==> config.mk <==
export PLATFORM = sky130hd
export DESIGN_NAME = tuner_fracn_synth_words
export DESIGN_NICKNAME = d
export VERILOG_FILES = /design/src/sv/fnw_pkg.sv /design/src/sv/fnw_alu.sv /design/src/sv/tuner_fracn_synth_words.sv
export SDC_FILE = /design/constraint.sdc
export NUM_CORES = 2
export LEC_CHECK = 0
export CORE_ASPECT_RATIO = 0.8
export CORE_MARGIN = 4
export CORE_UTILIZATION = 35
export DETAILED_ROUTE_END_ITERATION = 7
export DONT_BUFFER_PORTS = 1
export PLACE_DENSITY_LB_ADDON = 0.1
export SLEW_MARGIN = 25
export SYNTH_ARGS = -nofsm -noshare
export SYNTH_HDL_FRONTEND = slang
export SYNTH_SLANG_ARGS = --single-unit
==> constraint.sdc <==
create_clock -name clk_i -period 8.7 [get_ports clk_i]
set_clock_uncertainty 0.2 [all_clocks]
set_input_delay 1.305 -clock clk_i [delete_from_list [all_inputs] [get_ports clk_i]]
set_output_delay 1.305 -clock clk_i [all_outputs]
set_load 0.03 [all_outputs]
==> src/sv/fnw_pkg.sv <==
// fnw_pkg: shared types, constants and zone tables for the synthesizer word calculator
// used by fnw_alu and tuner_fracn_synth_words; no dependencies
`timescale 1ns / 1ps

package fnw_pkg;

  localparam int unsigned ZoneRows = 9;
  localparam logic [2:0] BandKeep = 3'd7;
  localparam logic [26:0] XtalX4Hz = 27'd88000000;
  localparam logic [26:0] UpconvHz = 27'd110000000;
  localparam logic [63:0] ScaleAdd = 64'd4094;
  localparam logic [63:0] ScaleDiv = 64'd4095;

  typedef enum logic [0:0] {
    OP_MUL,
    OP_DIV
  } alu_op_e;

  typedef enum logic [4:0] {
    ST_IDLE,
    ST_DIV_N,
    ST_GCD_CHK,
    ST_GCD_DIV,
    ST_RED_T,
    ST_RED_F,
    ST_SCALE_A,
    ST_SCALE_T,
    ST_SCALE_F,
    ST_MUL_P,
    ST_MUL_R1,
    ST_DIV_R1,
    ST_MUL_R2,
    ST_DIV_R2,
    ST_MUL_AFC,
    ST_DIV_AFC,
    ST_OUT
  } seq_state_e;

  typedef struct packed {
    logic [3:0] idx;
    logic [2:0] shift;   // log2 of the lo divider
    logic       upconv;
    logic [2:0] band;
  } zone_t;

  typedef struct packed {
    logic       start;
    alu_op_e    op;
  } alu_ctl_t;

  function automatic logic [31:0] zone_edge_hz(input logic sel, input logic [3:0] row);
    logic [31:0] mhz;
    case (row)
      4'd1: mhz = 32'd12;
      4'd2: mhz = 32'd30;
      4'd3: mhz = 32'd50;
      4'd4: mhz = sel ? 32'd120 : 32'd108;
      4'd5: mhz = 32'd250;
      4'd6: mhz = 32'd259;
      4'd7: mhz = sel ? 32'd404 : 32'd330;
      4'd8: mhz = sel ? 32'd1000 : 32'd960;
      default: mhz = 32'd0;
    endcase
    return mhz * 32'd1000000;
  endfunction

  function automatic zone_t zone_lookup(input logic sel, input logic [31:0] f);
    zone_t z;
    logic [3:0] row;
    row = 4'd0;
    for (int i = 1; i < ZoneRows; i++) begin
      if (f >= zone_edge_hz(sel, 4'(i))) row = 4'(i);
    end
    z.idx = row;
    case (row)
      4'd0, 4'd1, 4'd2: begin z.shift = 3'd4; z.upconv = 1'b1; z.band = 3'd1; end
      4'd3: begin z.shift = 3'd5; z.upconv = 1'b0; z.band = 3'd2; end
      4'd4, 4'd5: begin z.shift = 3'd4; z.upconv = 1'b0; z.band = 3'd3; end
      4'd6: begin z.shift = 3'd3; z.upconv = 1'b0; z.band = BandKeep; end
      4'd7: begin z.shift = 3'd2; z.upconv = 1'b0; z.band = 3'd4; end
      default: begin z.shift = 3'd1; z.upconv = 1'b0; z.band = 3'd5; end
    endcase
    return z;
  endfunction

endpackage

==> src/sv/fnw_alu.sv <==
// fnw_alu: shared 64-bit multiply / divide unit, one bit per cycle on one adder
// depends on fnw_pkg
`timescale 1ns / 1ps

module fnw_alu (
  input  logic              clk_i,
  input  logic              rst_ni,
  input  fnw_pkg::alu_ctl_t ctl_i,
  input  logic [63:0]       a_i,    // dividend or multiplier
  input  logic [63:0]       b_i,    // divisor or multiplicand
  output logic              done_o,
  output logic [63:0]       res_o,  // quotient or product mod 2^64
  output logic [63:0]       rem_o
);
  import fnw_pkg::*;

  logic [63:0] a_q, a_d, b_q, r_q, r_d;
  logic [5:0]  cnt_q;
  logic        run_q, done_q;
  alu_op_e     op_q;
  logic [64:0] trial;
  logic [65:0] add_a, add_b, sum;
  logic        cin;

  assign trial = {r_q, a_q[63]};

  always_comb begin
    if (op_q == OP_DIV) begin
      add_a = {1'b0, trial};
      add_b = ~{2'b00, b_q};
      cin   = 1'b1;
    end else begin
      add_a = {2'b00, r_q[62:0], 1'b0};
      add_b = a_q[63] ? {2'b00, b_q} : 66'd0;
      cin   = 1'b0;
    end
    sum = add_a + add_b + {65'd0, cin};
    if (op_q == OP_DIV) begin
      r_d = sum[65] ? trial[63:0] : sum[63:0];
      a_d = {a_q[62:0], ~sum[65]};
    end else begin
      r_d = sum[63:0];
      a_d = {a_q[62:0], 1'b0};
    end
  end

  always_ff @(posedge clk_i or negedge rst_ni) begin
    if (!rst_ni) begin
      run_q  <= 1'b0;
      done_q <= 1'b0;
      cnt_q  <= '0;
      op_q   <= OP_MUL;
    end else begin
      done_q <= 1'b0;
      if (ctl_i.start && !run_q) begin
        run_q <= 1'b1;
        cnt_q <= '0;
        op_q  <= ctl_i.op;
      end else if (run_q) begin
        cnt_q <= cnt_q + 6'd1;
        if (cnt_q == 6'd63) begin
          run_q  <= 1'b0;
          done_q <= 1'b1;
        end
      end
    end
  end

  always_ff @(posedge clk_i) begin
    if (ctl_i.start && !run_q) begin
      a_q <= a_i;
      b_q <= b_i;
      r_q <= '0;
    end else if (run_q) begin
      a_q <= a_d;
      r_q <= r_d;
    end
  end

  assign done_o = done_q;
  assign res_o  = (op_q == OP_DIV) ? a_q : r_q;
  assign rem_o  = r_q;

endmodule

==> src/sv/tuner_fracn_synth_words.sv <==
// tuner_fracn_synth_words: top level, zone lookup, sequencer and result register
// depends on fnw_pkg and fnw_alu
//
//  channel   | dir | fields (low bit first)
//  s_axis    | in  | tdata[31:0] tune_hz
//  m_axis    | out | tdata: zone_index, divider_lo, upconvert_on, band_code,
//            |     |        int_divider, modulus_word, fraction_word, afc_word
//  cfg       | in  | 0 crystal_ppm_trim, 1 table_select
//
// each request runs 13 multiply/divide passes on the shared unit, plus one divide pass per gcd step
// s_axis_tready is high only while the sequencer is idle
// the result register frees the sequencer; a stalled result holds the next one
// reset: trim -50, table 1, band AM2
`timescale 1ns / 1ps

module tuner_fracn_synth_words (
  input  logic        clk_i,
  input  logic        rst_ni,
  input  logic        s_axis_tvalid,
  output logic        s_axis_tready,
  input  logic [31:0] s_axis_tdata,   // tune_hz
  output logic        m_axis_tvalid,
  input  logic        m_axis_tready,
  // zone_index[3:0] divider_lo[9:4] upconvert_on[10] band_code[13:11]
  // int_divider[19:14] modulus_word[31:20] fraction_word[43:32] afc_word[55:44]
  output logic [55:0] m_axis_tdata,
  input  logic        cfg_we_i,
  input  logic        cfg_addr_i,
  input  logic [17:0] cfg_wdata_i
);
  import fnw_pkg::*;

  seq_state_e state_q, state_d;
  logic signed [17:0] trim_q;
  logic        tsel_q, issued_q;
  logic [2:0]  band_q;
  zone_t       zone, zone_q;
  logic [26:0] x4_q;
  logic [32:0] tgt_q;
  logic [63:0] n_q, th_q, fr_q, ga_q, gb_q, aa_q, p_q, rf_q;
  logic [63:0] x4w, fvco, den, alu_a, alu_b, alu_res, alu_rem;
  logic [27:0] x4s, offs;
  logic        alu_done, arith, out_free;
  alu_op_e     alu_op;
  alu_ctl_t    alu_ctl;
  logic        m_valid_q;
  logic [55:0] m_data_q;

  assign zone = zone_lookup(tsel_q, s_axis_tdata);
  assign x4s  = {1'b0, XtalX4Hz} + {{8{trim_q[17]}}, trim_q, 2'b00};
  assign offs = {1'b0, UpconvHz} + {{8{trim_q[17]}}, trim_q, 2'b00}
              + {{10{trim_q[17]}}, trim_q};
  assign x4w  = {37'd0, x4_q};
  assign fvco = {31'd0, tgt_q} << zone_q.shift;
  assign den  = (th_q << 12) << zone_q.shift;
  assign out_free = !m_valid_q || m_axis_tready;
  assign s_axis_tready = (state_q == ST_IDLE);

  // operand selection for the shared unit
  always_comb begin
    arith  = 1'b1;
    alu_op = OP_DIV;
    alu_a  = fvco;
    alu_b  = x4w;
    case (state_q)
      ST_DIV_N:   begin alu_a = fvco; alu_b = x4w; end
      ST_GCD_DIV: begin alu_a = gb_q; alu_b = ga_q; end
      ST_RED_T:   begin alu_a = th_q; alu_b = gb_q; end
      ST_RED_F:   begin alu_a = fr_q; alu_b = gb_q; end
      ST_SCALE_A: begin alu_a = th_q + ScaleAdd; alu_b = ScaleDiv; end
      ST_SCALE_T: begin alu_a = th_q + (aa_q >> 1); alu_b = aa_q; end
      ST_SCALE_F: begin alu_a = fr_q + (aa_q >> 1); alu_b = aa_q; end
      ST_MUL_P:   begin alu_op = OP_MUL; alu_a = n_q; alu_b = th_q; end
      ST_MUL_R1, ST_MUL_R2: begin
        alu_op = OP_MUL;
        alu_a  = (p_q + fr_q) << 12;
        alu_b  = x4w;
      end
      ST_DIV_R1, ST_DIV_R2: begin alu_a = rf_q; alu_b = den; end
      ST_MUL_AFC: begin
        alu_op = OP_MUL;
        alu_a  = {31'd0, tgt_q} - rf_q;
        alu_b  = th_q;
      end
      ST_DIV_AFC: begin alu_a = (rf_q << 12) << zone_q.shift; alu_b = x4w; end
      default: arith = 1'b0;
    endcase
    alu_ctl.start = arith && !issued_q;
    alu_ctl.op    = alu_op;
  end

  always_comb begin
    state_d = state_q;
    case (state_q)
      ST_IDLE:    if (s_axis_tvalid) state_d = ST_DIV_N;
      ST_DIV_N:   if (alu_done) state_d = ST_GCD_CHK;
      ST_GCD_CHK: state_d = (ga_q == 64'd0) ? ST_RED_T : ST_GCD_DIV;
      ST_GCD_DIV: if (alu_done) state_d = ST_GCD_CHK;
      ST_RED_T:   if (alu_done) state_d = ST_RED_F;
      ST_RED_F:   if (alu_done) state_d = ST_SCALE_A;
      ST_SCALE_A: if (alu_done) state_d = ST_SCALE_T;
      ST_SCALE_T: if (alu_done) state_d = ST_SCALE_F;
      ST_SCALE_F: if (alu_done) state_d = ST_MUL_P;
      ST_MUL_P:   if (alu_done) state_d = ST_MUL_R1;
      ST_MUL_R1:  if (alu_done) state_d = ST_DIV_R1;
      ST_DIV_R1:  if (alu_done) state_d = ST_MUL_R2;
      ST_MUL_R2:  if (alu_done) state_d = ST_DIV_R2;
      ST_DIV_R2:  if (alu_done) state_d = ST_MUL_AFC;
      ST_MUL_AFC: if (alu_done) state_d = ST_DIV_AFC;
      ST_DIV_AFC: if (alu_done) state_d = ST_OUT;
      ST_OUT:     if (out_free) state_d = ST_IDLE;
      default:    state_d = ST_IDLE;
    endcase
  end

  fnw_alu u_alu (
    .clk_i  (clk_i),
    .rst_ni (rst_ni),
    .ctl_i  (alu_ctl),
    .a_i    (alu_a),
    .b_i    (alu_b),
    .done_o (alu_done),
    .res_o  (alu_res),
    .rem_o  (alu_rem)
  );

  always_ff @(posedge clk_i or negedge rst_ni) begin
    if (!rst_ni) begin
      state_q   <= ST_IDLE;
      issued_q  <= 1'b0;
      trim_q    <= -18'sd50;
      tsel_q    <= 1'b1;
      band_q    <= 3'd1;
      m_valid_q <= 1'b0;
    end else begin
      state_q <= state_d;
      if (alu_done) issued_q <= 1'b0;
      else if (alu_ctl.start) issued_q <= 1'b1;
      if (cfg_we_i) begin
        if (cfg_addr_i) tsel_q <= cfg_wdata_i[0];
        else trim_q <= cfg_wdata_i;
      end
      if (state_q == ST_IDLE && s_axis_tvalid && zone.band != BandKeep) band_q <= zone.band;
      if (state_q == ST_OUT && out_free) m_valid_q <= 1'b1;
      else if (m_axis_tvalid && m_axis_tready) m_valid_q <= 1'b0;
    end
  end

  always_ff @(posedge clk_i) begin
    if (state_q == ST_IDLE && s_axis_tvalid) begin
      zone_q <= zone;
      x4_q   <= x4s[26:0];
      tgt_q  <= {1'b0, s_axis_tdata} + (zone.upconv ? {5'd0, offs} : 33'd0);
    end
    if (alu_done) begin
      case (state_q)
        ST_DIV_N: begin
          n_q  <= alu_res;
          fr_q <= alu_rem >> zone_q.shift;
          th_q <= x4w >> zone_q.shift;
          ga_q <= x4w >> zone_q.shift;
          gb_q <= alu_rem >> zone_q.shift;
        end
        ST_GCD_DIV: begin ga_q <= alu_rem; gb_q <= ga_q; end
        ST_RED_T, ST_SCALE_T: th_q <= alu_res;
        ST_RED_F, ST_SCALE_F: fr_q <= alu_res;
        ST_SCALE_A: aa_q <= alu_res;
        ST_MUL_P:   p_q  <= alu_res;
        ST_DIV_R1: begin
          rf_q <= alu_res;
          // overshoot: lower the fraction by one
          if ({31'd0, tgt_q} < alu_res) fr_q <= fr_q - 64'd1;
        end
        ST_MUL_R1, ST_MUL_R2, ST_DIV_R2, ST_MUL_AFC: rf_q <= alu_res;
        ST_DIV_AFC: rf_q <= alu_res;
        default: ;
      endcase
    end
    if (state_q == ST_OUT && out_free) begin
      m_data_q <= {rf_q[11:0], fr_q[11:0], th_q[11:0], n_q[5:0], band_q,
                   zone_q.upconv, 6'(6'd1 << zone_q.shift), zone_q.idx};
    end
  end

  assign m_axis_tvalid = m_valid_q;
  assign m_axis_tdata  = m_data_q;

endmodule
Word level (Yosys, flattened, before mapping)
Memory sizes are Yosys's and may differ from the RTL's.
Index checks and enable logic that the tools add are counted.
{ "totals": {"ff_bits": 854, "romBits": 56, "in_bits": 56, "output_inout_bits": 58, "elab_cells": 196, "n_memories": 1} }
{ "memory_table": {"columns": ["name", "depth", "word_bits", "rd", "rd_ports_with_merged_regs", "wr", "line", "text"], "rows": [
  ["(name not given)", 8, 7, 1, 0, 0, "fnw_pkg.sv:75", "case (row)"]
]} }
{ "classes": {"addsub": 13, "multipliers": 3, "n_lt_le_gt_ge": 9, "n_eq_ne": 34, "n_shift": 6, "muxes": 61, "bitwise_logic": 3, "n_reduce_logical": 39} }
{ "op_table": {"columns": ["cell", "n"], "rows": [
  ["one-hot mux 64 bit (11 select lines)", 1],
  ["two-way mux 64 bit", 7],
  ["one-hot mux 64 bit (2 select lines)", 3],
  ["one-hot mux 64 bit (6 select lines)", 1],
  ["one-hot mux 64 bit (3 select lines)", 1],
  ["adder 64 x 63 -> 64 bit", 2],
  ["<< shifter 64 x 3 -> 64 bit", 2],
  ["two-way mux 5 bit", 16],
  ["one-hot mux 5 bit (16 select lines)", 1],
  ["adder 66 x 1 -> 66 bit", 1],
  ["adder 66 bit", 1],
  ["two-way mux 66 bit", 1],
  ["inverter 64 -> 66 bit", 1],
  ["two-way mux 65 bit", 1],
  ["adder 64 x 12 -> 64 bit, second input constant", 1],
  [">= comparator 32 x 28 -> 1 bit, second input constant", 2],
  ["logical NOT 64 bit", 1],
  ["less-than comparator 33 x 64 -> 1 bit", 1],
  ["<< shifter 33 x 3 -> 64 bit", 1],
  [">> shifter 27 x 3 -> 64 bit", 1],
  [">> shifter 64 x 3 -> 64 bit", 1],
  ["subtractor 33 x 64 -> 64 bit", 1],
  ["subtractor 64 x 1 -> 64 bit, second input constant", 1],
  ["adder 52 bit", 1],
  ["other kinds (45)", 118]
]} }

Longest topological paths before layout
An unclocked memory read counts as a cell.
{ "logic_depth": {"ltp_word": 13, "ltp_mapped": 29, "mapped_depth_nobuf": 27} }

Modules after synthesis
From an unflattened synthesis, not the netlist that was laid out.
{ "hier_totals": {"hier_cells": 6838, "hier_area_um2": 64066.4} }
{ "by_module_without_submodules": {"columns": ["mod", "n_inst", "cells_each", "area_per_inst_um2", "seq_area_each_um2"], "rows": [
  ["tuner_fracn_synth_words", 1, 5437, 51416.8, 19304.8],
  ["fnw_alu", 1, 1401, 12649.6, 5350.1]
]} }

Worst setup path after synthesis
No wires, ideal clock.
{ "synth_timing": {"path_type": "register -> register", "from": "reg state_q[4]", "to": "reg n_q[0] (enable)", "setup_time_ns": 0.644, "t_arrival_ns": 7.080, "required_ns": 7.856, "path_slack_ns": 0.776, "path_stages_with_launch": 5, "path_buffers": 3, "synth_period_minus_slack_ns": 7.924, "cell_sequence": "dfrtp_1 -> clkbuf_1 -> clkbuf_1 -> clkbuf_1 -> nor4_1"} }
{ "synth_via": {"elab_chain_cells": 2} }
{ "synth_lines": {"columns": ["item", "line", "text"], "rows": [
  ["start, declared", "tuner_fracn_synth_words.sv:33", "seq_state_e state_q, state_d;"],
  ["start signal, assigned", "tuner_fracn_synth_words.sv:136", "state_q <= state_d;"],
  ["equality test 5 x 1 -> 1 bit", "tuner_fracn_synth_words.sv:156", "case (state_q)"],
  ["AND reduction 2 bit (no line)", null, null],
  ["end signal, assigned", "tuner_fracn_synth_words.sv:158", "n_q <= alu_res;"],
  ["end, declared", "tuner_fracn_synth_words.sv:40", "logic [63:0] n_q, th_q, fr_q, ga_q, gb_q, aa_q, p_q, rf_q;"]
]} }
Every way passes these cells.
A chain may end at the register's enable or synchronous reset.

Worst setup path in the final report
{ "layout_timing": {"from": "reg state_q[2]", "to": "reg u_alu.a_q[47], data pin"} }
{ "layout_via": {"elab_chain_cells": 6} }
{ "layout_lines": {"columns": ["item", "line", "text"], "rows": [
  ["equality test 5 x 4 -> 1 bit, or another cell as far along", "tuner_fracn_synth_words.sv:65", "case (state_q)"],
  ["OR reduction 14 bit (no line)", null, null],
  ["two-way mux 1 bit", "tuner_fracn_synth_words.sv:65", null],
  ["logical AND 1 bit", "tuner_fracn_synth_words.sv:88", "alu_ctl.start = arith && !issued_q;"],
  ["logical AND 1 bit", "fnw_alu.sv:70", "if (ctl_i.start && !run_q) begin"],
  ["two-way mux 64 bit *", "fnw_alu.sv:70", null],
  ["end signal, assigned", "fnw_alu.sv:71", "a_q <= a_i;"],
  ["end, declared", "fnw_alu.sv:17", "logic [63:0] a_q, a_d, b_q, r_q, r_d;"]
]} }
Every way passes the cells marked *; elsewhere a longest branch is shown, timed or not.

==> metrics.md <==
| Metric | Value |
|---|---|
| Outcome | `finished clean` |
| DP Wirelength | `between 200000 and 300000 um` |
| Post-route ant nets | `0` |
| Non-filler cells, final | `~8900` |
| Fraction of registers with async set/reset | `4.48%` |
| Final WS setup | `~1500 ps` |
| Mapped cell area | `between 60000 and 70000 um2` |
| Pin count of the biggest net entering global routing | `100` |
| CTS Buf Count | `around 100` |
| Min cycle time layout | `about 7200 ps` |
| Initial Util | `35.2%` |
| Post-synthesis register bit count | `roughly 850` |
| Initial DRC count | `10100` |
| Cell with the most instances after synthesis | `edfxtp_1` |
| # DRC | `0` |
| Post-Synthesis Cells | `between 6000 and 7000` |
| Post-synth top area share | `between 30% and 40%` |
| IO buf count | `0` |
| Synth Flop Type | `edfxtp_1` |
| TritonCTS clock tree | `built` |
| Hold Slack | `approximately 62 ps` |
| Ports | `between 100 and 150` |
| WL final | `roughly 330000 um` |
| CP endpoint kind | `flop` |
| # H-tree levels | `3` |
| Worst Path Max Fanout | `38` |
| R2R depth | `17` |
| Max Slew Vio Count | `0` |
| Worst-path clk slew | `around 60 ps` |
| Slew HR | `between 10% and 20%` |
| Die area | `187000 um2` |
| Main area contributors after synthesis | `edfxtp_1 35%, ha_1 6.6%, mux2i_1 5.4%` |
| Min-delay worst type | `in -> async` |
| Gpl congestion | `0.976` |
| Pwr/cell area | `~270 nW/um2` |
| Initial antenna violation count | `16` |
| Fin area | `around 70000 um2` |
| First drt pass iteration count | `7` |
| Crit path kind | `reg -> reg` |
| # setup viols final | `0` |
| Register area share after synthesis | `39.1%` |
| Worst skew pair latency | `around 780 ps` |
| Fmax | `approximately 140 MHz` |
| Detail-routed via count per cell | `6.58` |
| Synth top cells by count | `746 x edfxtp_1, 603 x nand2_1, 489 x a21oi_1` |
| Avg Inst Size Synth | `between 9 and 10 um2` |
| Post-Place Cell Area | `66100 um2` |
| LEAKAGE | `between 0.02 and 0.03 uW` |
| Die W | `about 480 um` |
| CTS root buffer | `clkbuf_16` |
| Drt wl/cell | `roughly 37 um` |
| Congestion Overflow GR | `0` |
| Place WS | `between 1500 and 2000 ps` |
| Num rows | `about 140` |
| Leading area contributor after synthesis | `edfxtp_1` |
| Clock Tree Buf Depth | `3` |
| Final Hold Fails | `0` |
| Layout cells sized above 1 | `10.0%` |
| Syn Nets | `between 6000 and 7000` |
| Fin nets | `approximately 7000` |
| Max-Cap Viols | `0` |
| Die Y | `between 300 and 400 um` |
| Layout Area Growth over Synthesis | `10.4%` |
| Post-synth EDFFs | `roughly 750` |
| CP Data Required Time | `around 9000 ps` |
| Tightest Pin Transition | `between 1000 and 1500 ps` |
| Sink Count | `848` |
| Unrepaired setup endpoints after global routing | `false` |
| Vias in the first global route | `53300` |
| Core area | `about 180000 um2` |
| Ys Warns | `0` |
| Netlist cell types | `99` |
| GRT Total Usage | `approximately 34%` |
| Worst EP arrival | `around 7500 ps` |
| Setup TNS | `0 ps` |
| Routed vias | `between 50000 and 60000` |
| Crit share post-route | `between 80 and 90%` |
| First-pass GRT wire length | `approximately 450000 um` |
| Placed Cells | `between 8000 and 9000` |
| VDD IR-drop max | `208 uV` |
| Startpoint Class | `flop` |
-- critical path, stage by stage, from the launching register on --
cell and delay [ps]:
dfrtp_1 580, nand2b_1 360, nor2_1 370, nand2_4 420
mux2_2 440, ha_1 430, nand4_1 190, nor4_1 250
nor3_1 150, a21oi_1 470, o21ai_0 330, a2111oi_0 970
o21ai_0 440, a21oi_1 500, nand2b_1 270, xnor2_1 160
o221ai_1 170, o21a_1 170
-- what timing repair did --
| action | in CTS | in global routing |
|---|---|---|
| hold buffers | 2 | 0 |
| buffers inserted | 0 | 0 |
| endpoints found under the hold margin | 1 | 0 |
| gates resized for setup | 0 | 0 |
-- cell families (layout without fill, tap and decap cells) --
group,Yosys count,after routing,share of synthesized area [%]
buf+inv,684,612,4.07
compound gates,1971,1971,20.9
xor+xnor,376,376,5.22
mux,527,527,10.4
fa+ha+maj,340,340,6.82
simple gates,1817,1817,13.6
flops,848,848,39.1
other cells,0,8,0
-- state kept, by name (all words and copies together) (netlist names), 5 cells and up --
signal,count
n_q,64
rf_q,64
fr_q,64
u_alu.rem_o,64
zone_q,8
u_alu.a_q,64
u_alu.b_q,64
tgt_q,33
th_q,64
ga_q,64
state_q,5
p_q,52
u_alu.cnt_q,6
trim_q,18
aa_q,64
x4_q,21
gb_q,64
m_axis_tdata,56
-- layer usage --
metal / wire length, um / up-vias / GRT usage [%]
met4: 8000 / 2 / 7.02
met2: 114000 / 4129 / 39.7
li1: - / 24700 / -
met3: 53500 / 365 / 16.4
met1: 151000 / 29300 / 52.8
met5: 13 / - / 0
-- report_power, final --
| group | internal (uW) | switching (uW) | total, uW | leakage [uW] |
|---|---|---|---|---|
| clock network | 2610 | 2000 | 4610 | 0.00167 |
| registers | 5340 | 665 | 6010 | 0.00787 |
| logic | 2610 | 5410 | 8030 | 0.0171 |
-- area by class of cell --
type	count	area, um2
inverter	221	840
sequential	848	24700
tap	2397	3000
clock inverter	52	586
antenna	8	20.0
multi-input combinational	5031	36100
clock buffer	140	2870
fill	17800	110000
timing repair buffer	199	1550
-- through the flow --
stage,power [uW],util [%]
6_report,18600,38.9
2_1_floorplan,10500,-
4_1_cts,18300,38.8
3_5_place_dp,13700,36.9
3_3_place_gp,13700,36.8
5_1_grt,19400,38.8
-- worst paths after layout --
| check | startpoint | to | slack, ps |
|---|---|---|---|
| max | state_q[2] | u_alu.a_q[47] | 1530 |
| max reg2reg | state_q[2] | u_alu.a_q[47] | 1530 |
| min in group clk_i | zone_q[7] | m_axis_tdata[0] | 230 |
| min | rst_ni | band_q[2] | 60 |
| min reg2reg | zone_q[7] | m_axis_tdata[0] | 230 |
| max in group asynchronous | rst_ni | state_q[1] | 7130 |
-- cell usage in the layout (no fill, tap or decap), drive strengths merged, types with 57 or more instances in the layout --
cell type | Yosys | routed
a21o | 189 | 189
a21oi | 489 | 489
a221oi | 147 | 147
a222oi | 73 | 73
a22o | 59 | 59
a22oi | 77 | 77
and2 | 71 | 71
buf | 65 | 193
clkbuf | 398 | 144
dfxtp | 64 | 64
edfxtp | 746 | 746
ha | 333 | 333
inv | 219 | 220
mux2 | 98 | 98
mux2i | 338 | 338
mux4 | 91 | 91
nand2 | 605 | 605
nand3 | 157 | 157
nand4 | 99 | 99
nor2 | 471 | 471
nor3 | 97 | 97
nor4 | 57 | 57
o21ai | 420 | 420
o221ai | 83 | 83
xnor2 | 192 | 192
xor2 | 184 | 184
(Power assumes the default switching activity.)
